<file path="src/hdl/dhd_pkg.sv">
`timescale 1ns / 1ps

package dhd_pkg;

    localparam int CLASS_COUNT_DEF     = 4;
    localparam int COORD_FRAC_BITS_DEF = 4;
    localparam int MAX_CLASSES         = 8;

    localparam logic [12:0] MAX_SRC = 13'd4096;

    localparam logic [2:0] REG_SCORE_THRESHOLD  = 3'd0;
    localparam logic [2:0] REG_MIN_AREA         = 3'd1;
    localparam logic [2:0] REG_PAD_LEFT         = 3'd2;
    localparam logic [2:0] REG_PAD_TOP          = 3'd3;
    localparam logic [2:0] REG_INVERSE_SCALE    = 3'd4;
    localparam logic [2:0] REG_SOURCE_WIDTH     = 3'd5;
    localparam logic [2:0] REG_SOURCE_HEIGHT    = 3'd6;
    localparam logic [2:0] REG_COLOUR_CLASS_IDS = 3'd7;

    localparam logic [1:0] COLOUR_GREEN   = 2'd0;
    localparam logic [1:0] COLOUR_RED     = 2'd1;
    localparam logic [1:0] COLOUR_YELLOW  = 2'd2;
    localparam logic [1:0] COLOUR_UNKNOWN = 2'd3;

    localparam logic [1:0] SHAPE_VERTICAL   = 2'd0;
    localparam logic [1:0] SHAPE_HORIZONTAL = 2'd1;
    localparam logic [1:0] SHAPE_QUADRATE   = 2'd2;

    typedef struct packed {
        logic [15:0] score_threshold;
        logic [23:0] min_area;
        logic [11:0] pad_left;
        logic [11:0] pad_top;
        logic [19:0] inverse_scale;
        logic [12:0] source_width;
        logic [12:0] source_height;
        logic [8:0]  colour_class_ids;
    } cfg_t;

    localparam cfg_t CFG_RESET = '{
        score_threshold:  16'd32768,
        min_area:         24'd0,
        pad_left:         12'd0,
        pad_top:          12'd0,
        inverse_scale:    20'd65536,
        source_width:     13'd1920,
        source_height:    13'd1080,
        colour_class_ids: 9'd0
    };

    typedef struct packed {
        logic s1;
        logic s2;
        logic s3;
    } pipe_en_t;

endpackage

</file>
<file path="src/hdl/dhd_best_class.sv">
`timescale 1ns / 1ps

module dhd_best_class #(
    parameter int CLASS_COUNT = dhd_pkg::CLASS_COUNT_DEF
) (
    input  logic [dhd_pkg::MAX_CLASSES-1:0][15:0] scores,
    output logic [15:0]                           best,
    output logic [2:0]                            cls
);

    always_comb begin
        best = scores[0];
        cls  = '0;
        for (int i = 1; i < dhd_pkg::MAX_CLASSES; i++) begin
            if (i < CLASS_COUNT && scores[i] > best) begin
                best = scores[i];
                cls  = 3'(i);
            end
        end
    end

endmodule

</file>
<file path="src/hdl/dhd_axis_lane.sv">
`timescale 1ns / 1ps

module dhd_axis_lane #(
    parameter int COORD_FRAC_BITS = dhd_pkg::COORD_FRAC_BITS_DEF
) (
    input  logic              aclk,
    input  dhd_pkg::pipe_en_t en,
    input  logic [15:0]       center,
    input  logic [15:0]       size,
    input  logic [11:0]       pad,
    input  logic [19:0]       inv,
    input  logic [12:0]       lim,
    output logic [11:0]       org,
    output logic [12:0]       ext
);

    localparam int SH   = COORD_FRAC_BITS + 17;
    localparam int LO_W = ((COORD_FRAC_BITS + 14 > 17) ? COORD_FRAC_BITS + 14 : 17) + 2;
    localparam int PL_W = LO_W + 21;
    localparam int PS_W = 37;
    localparam int OR_W = PL_W - SH;
    localparam int E_W  = PS_W + 1 - SH;
    localparam int ES_W = ((OR_W > E_W + 1) ? OR_W : E_W + 1) + 1;
    localparam int CW   = ((ES_W > 14) ? ES_W : 14) + 1;
    localparam logic [PS_W:0] ROUND = (PS_W + 1)'((64'd1 << SH) - 64'd1);

    logic signed [LO_W-1:0] lo;
    logic signed [PL_W-1:0] prod_lo_reg, prod_lo_next;
    logic [PS_W-1:0]        prod_sz_reg, prod_sz_next;

    logic signed [OR_W-1:0] o_raw;
    logic [PS_W:0]          sz_round;
    logic [E_W-1:0]         e_raw;
    logic [OR_W-2:0]        o2_reg, o2_next;
    logic signed [ES_W-1:0] e2_reg, e2_next;

    logic signed [CW-1:0]   oc, ec, lc, sum, e3;
    logic [11:0]            org_reg, org_next;
    logic [12:0]            ext_reg, ext_next;

    // corners at one extra fraction bit, pad removed, scaled
    assign lo = $signed((LO_W'(center) << 1) - LO_W'(size)
                        - (LO_W'(pad) << (COORD_FRAC_BITS + 1)));
    assign prod_lo_next = PL_W'(lo) * PL_W'($signed({1'b0, inv}));
    assign prod_sz_next = PS_W'({size, 1'b0}) * PS_W'(inv);

    // floor origin, ceil extent, fold a negative origin into the extent
    assign o_raw    = $signed(prod_lo_reg[PL_W-1:SH]);
    assign sz_round = {1'b0, prod_sz_reg} + ROUND;
    assign e_raw    = sz_round[PS_W:SH];

    always_comb begin
        if (o_raw < 0) begin
            o2_next = '0;
            e2_next = ES_W'($signed({1'b0, e_raw})) + ES_W'(o_raw);
        end else begin
            o2_next = o_raw[OR_W-2:0];
            e2_next = ES_W'($signed({1'b0, e_raw}));
        end
    end

    // clip to the source extent
    assign oc  = CW'($signed({1'b0, o2_reg}));
    assign ec  = CW'(e2_reg);
    assign lc  = CW'($signed({1'b0, lim}));
    assign sum = oc + ec;

    always_comb begin
        e3       = '0;
        org_next = '0;
        ext_next = '0;
        if (oc < lc) begin
            e3 = (sum > lc) ? lc - oc : ec;
            if (e3 < 0) begin
                e3 = '0;
            end
            org_next = oc[11:0];
            ext_next = e3[12:0];
        end
    end

    always_ff @(posedge aclk) begin
        if (en.s1) begin
            prod_lo_reg <= prod_lo_next;
            prod_sz_reg <= prod_sz_next;
        end
        if (en.s2) begin
            o2_reg <= o2_next;
            e2_reg <= e2_next;
        end
        if (en.s3) begin
            org_reg <= org_next;
            ext_reg <= ext_next;
        end
    end

    assign org = org_reg;
    assign ext = ext_reg;

endmodule

</file>
<file path="src/hdl/dhd_merge.sv">
`timescale 1ns / 1ps

module dhd_merge (
    input  logic          aclk,
    input  logic          aresetn,
    input  logic          in_valid,
    output logic          in_ready,
    input  logic [11:0]   x,
    input  logic [11:0]   y,
    input  logic [12:0]   w,
    input  logic [12:0]   h,
    input  logic [15:0]   best,
    input  logic [2:0]    cls,
    input  dhd_pkg::cfg_t cfg,
    output logic          m_tvalid,
    input  logic          m_tready,
    output logic [71:0]   m_tdata
);

    logic        v4_reg, v4_next;
    logic [11:0] x4_reg, y4_reg;
    logic [12:0] w4_reg, h4_reg;
    logic [15:0] best4_reg;
    logic [25:0] area4_reg, area4_next;
    logic [1:0]  shape4_reg, shape4_next;
    logic [1:0]  colour4_reg, colour4_next;
    logic [13:0] w3, h3;
    logic        en_out, en4, pass;
    logic        m_valid_reg, m_valid_next;
    logic [71:0] m_data_reg, m_data_next;

    assign en_out   = !m_valid_reg || m_tready;
    assign en4      = !v4_reg || en_out;
    assign in_ready = en4;

    assign area4_next = 26'(w) * 26'(h);
    assign w3 = 14'(w) + (14'(w) << 1);
    assign h3 = 14'(h) + (14'(h) << 1);

    always_comb begin
        priority if (h > w3[13:1]) begin
            shape4_next = dhd_pkg::SHAPE_VERTICAL;
        end else if (w > h3[13:1]) begin
            shape4_next = dhd_pkg::SHAPE_HORIZONTAL;
        end else begin
            shape4_next = dhd_pkg::SHAPE_QUADRATE;
        end
    end

    always_comb begin
        priority if (cls == cfg.colour_class_ids[2:0]) begin
            colour4_next = dhd_pkg::COLOUR_GREEN;
        end else if (cls == cfg.colour_class_ids[5:3]) begin
            colour4_next = dhd_pkg::COLOUR_RED;
        end else if (cls == cfg.colour_class_ids[8:6]) begin
            colour4_next = dhd_pkg::COLOUR_YELLOW;
        end else begin
            colour4_next = dhd_pkg::COLOUR_UNKNOWN;
        end
    end

    assign v4_next = in_valid;

    // drop empty and undersized boxes
    assign pass         = (area4_reg != '0) && (area4_reg >= 26'(cfg.min_area));
    assign m_valid_next = v4_reg && pass;
    assign m_data_next  = {2'b00, shape4_reg, colour4_reg, best4_reg,
                           h4_reg, w4_reg, y4_reg, x4_reg};

    always_ff @(posedge aclk) begin
        if (!aresetn) begin
            v4_reg      <= 1'b0;
            m_valid_reg <= 1'b0;
        end else begin
            if (en4) begin
                v4_reg <= v4_next;
            end
            if (en_out) begin
                m_valid_reg <= m_valid_next;
            end
        end
    end

    always_ff @(posedge aclk) begin
        if (en4) begin
            x4_reg      <= x;
            y4_reg      <= y;
            w4_reg      <= w;
            h4_reg      <= h;
            best4_reg   <= best;
            area4_reg   <= area4_next;
            shape4_reg  <= shape4_next;
            colour4_reg <= colour4_next;
        end
        if (en_out) begin
            m_data_reg <= m_data_next;
        end
    end

    assign m_tvalid = m_valid_reg;
    assign m_tdata  = m_data_reg;

endmodule

</file>
<file path="src/hdl/detection_head_decoder.sv">
`timescale 1ns / 1ps

// Detection head decoder. Takes one prediction per cycle while no stall holds
// the pipeline, and delivers at most one decoded box per prediction. The
// pipeline stages are: best-class select with the corner and size multiplies,
// floor/ceil and origin fold, clip, area multiply with shape and colour coding,
// and the output register; two axis lanes (x and y) run side by side and the
// merge stage combines them. A stalled output only holds back the stages that
// are full, so bubbles left by dropped predictions are squeezed out. The user
// writes registers through the cfg port only while the block is idle; the block
// itself does not enforce this. There is no clearing pass after reset.
module detection_head_decoder #(
    parameter int CLASS_COUNT     = dhd_pkg::CLASS_COUNT_DEF,
    parameter int COORD_FRAC_BITS = dhd_pkg::COORD_FRAC_BITS_DEF
) (
    input  logic         aclk,
    input  logic         aresetn,
    input  logic         cfg_wr_en,
    input  logic [2:0]   cfg_index,
    input  logic [23:0]  cfg_wdata,
    input  logic         s_tvalid,
    output logic         s_tready,
    // center_x, center_y, box_w, box_h, score_0 .. score_7
    input  logic [191:0] s_tdata,
    output logic         m_tvalid,
    input  logic         m_tready,
    // box_left, box_top, box_width_out, box_height_out, winning score,
    // colour_code, shape_code, zero fill
    output logic [71:0]  m_tdata
);

    dhd_pkg::cfg_t     cfg_reg, cfg_next;
    dhd_pkg::pipe_en_t en;

    logic [dhd_pkg::MAX_CLASSES-1:0][15:0] scores;
    logic [15:0] best;
    logic [2:0]  cls;
    logic        keep;
    logic [12:0] lim_x, lim_y;

    logic        v1_reg, v2_reg, v3_reg;
    logic [15:0] best1_reg, best2_reg, best3_reg;
    logic [2:0]  cls1_reg, cls2_reg, cls3_reg;
    logic        en4;

    logic [11:0] org_x, org_y;
    logic [12:0] ext_x, ext_y;

    always_comb begin
        cfg_next = cfg_reg;
        if (cfg_wr_en) begin
            unique case (cfg_index)
                dhd_pkg::REG_SCORE_THRESHOLD:  cfg_next.score_threshold  = cfg_wdata[15:0];
                dhd_pkg::REG_MIN_AREA:         cfg_next.min_area         = cfg_wdata[23:0];
                dhd_pkg::REG_PAD_LEFT:         cfg_next.pad_left         = cfg_wdata[11:0];
                dhd_pkg::REG_PAD_TOP:          cfg_next.pad_top          = cfg_wdata[11:0];
                dhd_pkg::REG_INVERSE_SCALE:    cfg_next.inverse_scale    = cfg_wdata[19:0];
                dhd_pkg::REG_SOURCE_WIDTH:     cfg_next.source_width     = cfg_wdata[12:0];
                dhd_pkg::REG_SOURCE_HEIGHT:    cfg_next.source_height    = cfg_wdata[12:0];
                dhd_pkg::REG_COLOUR_CLASS_IDS: cfg_next.colour_class_ids = cfg_wdata[8:0];
            endcase
        end
    end

    assign lim_x = (cfg_reg.source_width > dhd_pkg::MAX_SRC) ?
                   dhd_pkg::MAX_SRC : cfg_reg.source_width;
    assign lim_y = (cfg_reg.source_height > dhd_pkg::MAX_SRC) ?
                   dhd_pkg::MAX_SRC : cfg_reg.source_height;

    assign en.s3    = !v3_reg || en4;
    assign en.s2    = !v2_reg || en.s3;
    assign en.s1    = !v1_reg || en.s2;
    assign s_tready = en.s1;

    assign scores = s_tdata[191:64];

    dhd_best_class #(
        .CLASS_COUNT(CLASS_COUNT)
    ) u_best (
        .scores(scores),
        .best  (best),
        .cls   (cls)
    );

    assign keep = best >= cfg_reg.score_threshold;

    dhd_axis_lane #(
        .COORD_FRAC_BITS(COORD_FRAC_BITS)
    ) u_lane_x (
        .aclk  (aclk),
        .en    (en),
        .center(s_tdata[15:0]),
        .size  (s_tdata[47:32]),
        .pad   (cfg_reg.pad_left),
        .inv   (cfg_reg.inverse_scale),
        .lim   (lim_x),
        .org   (org_x),
        .ext   (ext_x)
    );

    dhd_axis_lane #(
        .COORD_FRAC_BITS(COORD_FRAC_BITS)
    ) u_lane_y (
        .aclk  (aclk),
        .en    (en),
        .center(s_tdata[31:16]),
        .size  (s_tdata[63:48]),
        .pad   (cfg_reg.pad_top),
        .inv   (cfg_reg.inverse_scale),
        .lim   (lim_y),
        .org   (org_y),
        .ext   (ext_y)
    );

    dhd_merge u_merge (
        .aclk    (aclk),
        .aresetn (aresetn),
        .in_valid(v3_reg),
        .in_ready(en4),
        .x       (org_x),
        .y       (org_y),
        .w       (ext_x),
        .h       (ext_y),
        .best    (best3_reg),
        .cls     (cls3_reg),
        .cfg     (cfg_reg),
        .m_tvalid(m_tvalid),
        .m_tready(m_tready),
        .m_tdata (m_tdata)
    );

    always_ff @(posedge aclk) begin
        if (!aresetn) begin
            cfg_reg <= dhd_pkg::CFG_RESET;
            v1_reg  <= 1'b0;
            v2_reg  <= 1'b0;
            v3_reg  <= 1'b0;
        end else begin
            cfg_reg <= cfg_next;
            if (en.s1) begin
                v1_reg <= s_tvalid && keep;
            end
            if (en.s2) begin
                v2_reg <= v1_reg;
            end
            if (en.s3) begin
                v3_reg <= v2_reg;
            end
        end
    end

    always_ff @(posedge aclk) begin
        if (en.s1) begin
            best1_reg <= best;
            cls1_reg  <= cls;
        end
        if (en.s2) begin
            best2_reg <= best1_reg;
            cls2_reg  <= cls1_reg;
        end
        if (en.s3) begin
            best3_reg <= best2_reg;
            cls3_reg  <= cls2_reg;
        end
    end

    a_box_nonempty: assert property (@(posedge aclk) disable iff (!aresetn)
        m_tvalid |-> (m_tdata[36:24] != 13'd0) && (m_tdata[49:37] != 13'd0))
        else $error("empty box delivered");

    a_box_inside: assert property (@(posedge aclk) disable iff (!aresetn)
        m_tvalid |-> (14'(m_tdata[11:0]) + 14'(m_tdata[36:24]) <= 14'd4096) &&
                     (14'(m_tdata[23:12]) + 14'(m_tdata[49:37]) <= 14'd4096))
        else $error("box reaches past the source limit");

    a_shape_code: assert property (@(posedge aclk) disable iff (!aresetn)
        m_tvalid |-> (m_tdata[69:68] != 2'd3))
        else $error("invalid shape code");

    a_full_stall: assert property (@(posedge aclk) disable iff (!aresetn)
        (v1_reg && v2_reg && v3_reg && !en4) |-> !s_tready)
        else $error("input taken while the pipeline is full and stalled");

endmodule
</file>
<file path="config.mk">
export PLATFORM = sky130hd
export DESIGN_NAME = detection_head_decoder
export DESIGN_NICKNAME = d
export VERILOG_FILES = /design/src/hdl/dhd_pkg.sv /design/src/hdl/dhd_best_class.sv /design/src/hdl/dhd_axis_lane.sv /design/src/hdl/dhd_merge.sv /design/src/hdl/detection_head_decoder.sv
export SDC_FILE = /design/constraint.sdc
export NUM_CORES = 2
export LEC_CHECK = 0
export BUFFER_PORTS_ARGS = -buffer_cell sky130_fd_sc_hd__buf_2
export CAP_MARGIN = 5
export CORE_ASPECT_RATIO = 0.6
export CORE_UTILIZATION = 54
export DETAILED_ROUTE_END_ITERATION = 7
export PLACE_DENSITY = 0.7
export SYNTH_ARGS = -nofsm -noshare
export SYNTH_HDL_FRONTEND = slang
export SYNTH_SLANG_ARGS = --single-unit
</file>
<file path="constraint.sdc">
create_clock -name aclk -period 31.1 [get_ports aclk]
set_input_delay 3.11 -clock aclk [delete_from_list [all_inputs] [get_ports aclk]]
set_output_delay 3.11 -clock aclk [all_outputs]
set_load 0.02 [all_outputs]
</file>
# == Word-level counts from Yosys, hierarchy flattened ==
# Cells that the tools add are included.
# word_totals
ff_bits,631
latch_bits,0
ramBits,0
rom_bits,0
inputBits,224
word_cells,133
mem_count,0
# classes
addsub,14
mul,5
n_div,0
magnitude_cmp,17
eq_ne,10
n_shift,0
n_mux,14
bitwise,2
n_reduce_logical,27
# op_table
op,n
$mul A20 B21 Y41,2
$add A37 B21 Y38 const B,2
$mul A16 B20 Y36,2
$gt A16 B16 Y1,3
$mux W16,3
$add A20 B21 Y22,2
$gt A22 B14 Y1,2
$lt A22 B1 Y1 const B,2
$mux W22,2
$add A18 B20 Y21,2
$lt A20 B1 Y1 const B,2
$sub A13 B19 Y20,2
$sub A20 B17 Y20,2
$lt A19 B13 Y1,2
$sub A17 B16 Y18,2
$mux W17,2
$add A13 B14 Y14,2
$ge A26 B24 Y1,1
$gt A13 B13 Y1,2
$gt A13 B13 Y1 const B,2
$mul A13 B13 Y26,1
$mux W13,2
$reduce_bool A26 Y1,1
$ge A16 B16 Y1,1
13 further kinds,43

# == Logic depth before layout (Yosys ltp) ==
# depth
word_depth,8
mapped_depth,52
mapped_depth_nobuf,47

# == Cells and area by module ==
# A second synthesis with hierarchy kept.
# unflattened
hier_cells,9277
area_unflattened_um2,86530.5
# modules_own_cells
module,instances,cells_each,area_per_inst_um2
dhd_axis_lane (u_lane_y),1,3662,32782.7
dhd_axis_lane (u_lane_x),1,3428,31300.0
dhd_merge,1,1157,13090.1
detection_head_decoder,1,697,6881.6
dhd_best_class,1,333,2476.1

# == Least setup slack after synthesis ==
# No wires, ideal clock.
# synth_path
kind,input -> register
start,input port s_tdata[49]
end,"register u_lane_y.prod_lo_reg[40], data pin"
setup_time_ns,0.260
t_arrival_ns,12.965
t_required_ns,30.840
slack_ns,17.875
stages,46
path_buffers,2
cell_sequence,clkbuf_1 -> inv_1 -> ha_1 -> nor2b_1 -> o21ai_0 -> a21boi_0 -> o21ai_0 -> a21boi_0 -> o21a_1 -> nor2_1 -> xnor2_1 -> ha_1 -> nor2b_1 -> o21ai_0 -> a21boi_0 -> o21ai_0 -> a21boi_0 -> o21ai_0 -> [... 10 more ...] -> fa_1 -> fa_1 -> fa_1 -> inv_1 -> fa_1 -> inv_1 -> ha_1 -> nand2_1 -> nand3_1 -> a2111oi_2 -> o211ai_1 -> a31oi_4 -> o31ai_2 -> o41a_1 -> and4_1 -> a2111o_1 -> a21oi_2 -> xnor2_1
# synth_between
elab_chain_cells,3
# synth_lines
item,line,text
"start, declared",detection_head_decoder.sv:24,"input logic [191:0] s_tdata,"
$sub A17 B16 Y18,dhd_axis_lane.sv:42,assign lo = $signed((LO_W'(center) << 1) - LO_W'(size)
$sub A20 B17 Y20,dhd_axis_lane.sv:43,- (LO_W'(pad) << (COORD_FRAC_BITS + 1)));
$mul A20 B21 Y41,dhd_axis_lane.sv:44,"assign prod_lo_next = PL_W'(lo) * PL_W'($signed({1'b0, inv}));"
net u_lane_y.prod_lo_next[40],dhd_axis_lane.sv:28,"logic signed [PL_W-1:0] prod_lo_reg, prod_lo_next;"
"end signal, assigned",dhd_axis_lane.sv:84,prod_lo_reg <= prod_lo_next;
"end, declared",dhd_axis_lane.sv:28,
# The timed path passes the listed nets, and every way through them passes these cells.
# A chain may end at the register's enable or synchronous reset.

# == Worst setup path in the final report ==
# Ends and elaborated chain as after synthesis.

==> run summary <==
Routed WL -> 233,000 µm
CP max-delay cell -> o21ai_0
Post-synth top area cell -> fa_1
Hold worst-path end -> best2_reg[4]$_DFFE_PP_
FF-to-FF Start -> cfg_reg[67]$_SDFFE_PN0P_
Max-slew headroom -> 0.160
Final Max Slew Viols -> 0
RSZ-0062 raised after global routing -> no
Clock slew at reported path FFs -> 0.07 ns
RR Endpoint -> u_lane_x.prod_lo_reg[40]$_DFFE_PP_
Largest register FFs -> 119
Placer Congestion -> 0.945
Per-cell routed wire length -> 21.3 µm
Hold Path Class -> register to register
Crit. End Element -> register
CTS root buf -> clkbuf_16
Tot GR Track Use -> 0.306
Critical Path AT -> 15.95 ns
FFs w/ async S/R, synth -> 0
Final hold vios -> 0
Setup crit start kind -> input port
Vias/cell -> 5.64
Top FF cell, synth -> edfxtp_1
Port bufs -> 231
Initial DRT Pass Iterations -> 6
Sequential element share of the synthesized area -> 0.197
Core Region -> 153,000 µm²
Number of synthesized flops with an enable pin -> 462
Setup TNS -> 0 ns
I/O pin cnt -> 298
Worst VDD drop -> 62.7 µV
CP Buf/Inv Count -> 6
Largest net degree at the start of global routing -> 119
Worst-Skew Late Latency -> 0.71 ns
Critical path's top delay family -> compound AO/OA/AOI/OAI gates
Die H -> 306 µm
Reg2reg setup slack -> 20.06 ns
Die width -> 509 µm
Worst hold slack -> 0.409 ns
Total global routing overflow -> 0
Hold Crit Depth -> 0
Register area -> 16,400 µm²
DRT antenna net count -> 0
Remaining DRCs -> 0
Clock sink total -> 586
Post-synth top cells -> inv_1 (1,720), nand2_1 (1,342), fa_1 (1,273)
Post-synthesis cell area -> 83,200 µm²
Final Setup Violations -> 0
Hold Startpoint -> best1_reg[4]$_DFFE_PP_
Fill cells -> 13,300
Worst path max stage delay -> 0.59 ns
Via count -> 61,900
Max-Cap Viols -> 0
Vias in the first global route -> 64,100
CTS tree -> built
Layout Nets -> 11,300
Slew @ Worst Pin -> 1.26 ns
Max Freq -> 0.0648 GHz
WP data required -> 31.62 ns
Most Frequent Cell on Critical Path -> fa_1
#FFs+latches synth -> 586
Layout cell share with drive strength beyond 1 -> 0.0579
Die area -> 156,000 µm²
Final period util -> 0.496
Post-CTS Setup Repair Bufs -> 0
Post-synthesis cell type count -> 78
Worst Reg-to-Reg Cells -> 32
Initial antenna violation count -> 12
Worst Skew -> 0.0806 ns
Max FO, Critical Path -> 19
CTS buffer count -> 55
Critical path class -> input port to register
P&R area growth vs syn -> 5.97%
Multi-input logic area -> 59,000 µm²
Row count -> 111
Fin crit period -> 15.44 ns
PwrDens -> 58.7 nW/µm²
YS warnings -> 0
Clk buf depth -> 3
CTS Hold Buffers Added -> 0
Iter 0 DRT Violations -> 5,250
Mean Syn Cell Area -> 9.37 µm²
First-pass GRT wire length -> 366,000 µm
Hpwl dp -> 180,000 µm
Most frequent cell after synthesis -> inv_1
Ranking of synthesized cells by area -> fa_1 (31%), edfxtp_1 (17%), ha_1 (14%), inv_1 (7.8%), nand2_1 (6.1%)
Mapped Cells -> 8,884
H-tree levels -> 2
Top-area cell type share of the netlist area -> 0.306
LEAKAGE -> 43.0 nW
CTS resizes -> 0
Starting density of the core -> 0.545
Status -> completed
-- power by group --
| group | leakage [nW] | switching [mW] | total [mW] | internal [mW] |
|---|---|---|---|---|
| clock network | 0.880 | 0.324 | 0.691 | 0.368 |
| registers | 6.30 | 0.150 | 1.28 | 1.13 |
| logic | 35.8 | 1.91 | 3.21 | 1.30 |
-- worst reg2reg max path, delay by kind of cell (launching register included) --
family                     cells  cell delay, ns
DFF                            1            0.36
and+or+nand+nor                5            1.45
buffers and inverters          2            0.55
AOI/OAI and AO/OA             14            3.77
xor gates and xnor gates       1            0.14
adders and majority gates     10            4.48
-- worst max path at each step --
stage                      startpoint                            endpoint  cells past startpoint
after floorplan           s_tdata[49]  u_lane_y.prod_lo_reg[40]$_DFFE_PP_                     46
after global placement    s_tdata[49]  u_lane_y.prod_lo_reg[40]$_DFFE_PP_                     46
after detailed placement  s_tdata[49]  u_lane_y.prod_lo_reg[40]$_DFFE_PP_                     46
after CTS                 s_tdata[49]  u_lane_y.prod_lo_reg[40]$_DFFE_PP_                     46
after global routing      s_tdata[49]  u_lane_y.prod_lo_reg[40]$_DFFE_PP_                     46
final                     s_tdata[49]  u_lane_y.prod_lo_reg[40]$_DFFE_PP_                     46
-- layout make-up --
type,instances,area share
inverter,1725,0.0734
clock buffer,66,0.0164
antenna,3,0.0000851
clock inverter,36,0.00399
sequential,586,0.186
multi-input combinational,6178,0.668
timing repair buffer,341,0.0231
tap,2034,0.0289
-- metrics by stage --
step | setup WS, ns | utilization | cell area (µm²) | instances | total power, mW
4_1_cts | 15.91 | 0.577 | 88200 | 11000 | 5.16
5_1_grt | 15.00 | 0.577 | 88200 | 11000 | 5.60
3_3_place_gp | 15.31 | 0.565 | 86400 | 10900 | 4.34
2_1_floorplan | 17.88 | - | 83200 | 8885 | 3.47
3_5_place_dp | 15.24 | 0.565 | 86400 | 10900 | 4.42
6_report | 15.66 | 0.577 | 88200 | 11000 | 5.18
-- per-layer routing --
metal / GRT usage / wire length (µm) / up-vias
met4: 0.0768 / 6100 / 14
met5: 0 / 80 / -
li1: - / - / 27900
met2: 0.456 / 98200 / 2926
met3: 0.0917 / 28800 / 391
met1: 0.436 / 100000 / 30700
-- logic make-up (layout without fill, tap and decap cells) --
group,after synthesis,count (layout),synth area share
other cells,1,5,0.0000451
buf+inv,2121,2168,0.0962
fa+ha+maj,2216,2216,0.448
xor+xnor,275,275,0.0289
simple gates,2611,2611,0.142
mux,68,68,0.00854
flops,586,586,0.197
compound gates,1006,1006,0.0793
-- placed cells by master (no fill, tap or decap), types with 20 or more instances in the layout --
cell type     n
fa_1       1273
nand4_1      43
nand2_1    1340
nor2b_1     138
clkbuf_16    56
nand3_1      74
xor2_1       86
nor3_1       52
o21a_1       83
and2_1      321
inv_1      1718
a21boi_0    152
edfxtp_1    462
xnor2_1     188
a21oi_1     264
a21o_1      118
nor2_1      403
or3_1        20
nand2b_1     87
nor4_1       51
and3_1       33
mux2_2       24
a211oi_1     36
buf_2       230
o21ai_0     171
buf_4       106
a31oi_1      21
mux2i_1      44
o21bai_1     27
ha_1        943
dfxtp_1     104
dfxtp_2      20
Note: power is estimated with default switching activity, not from simulation.
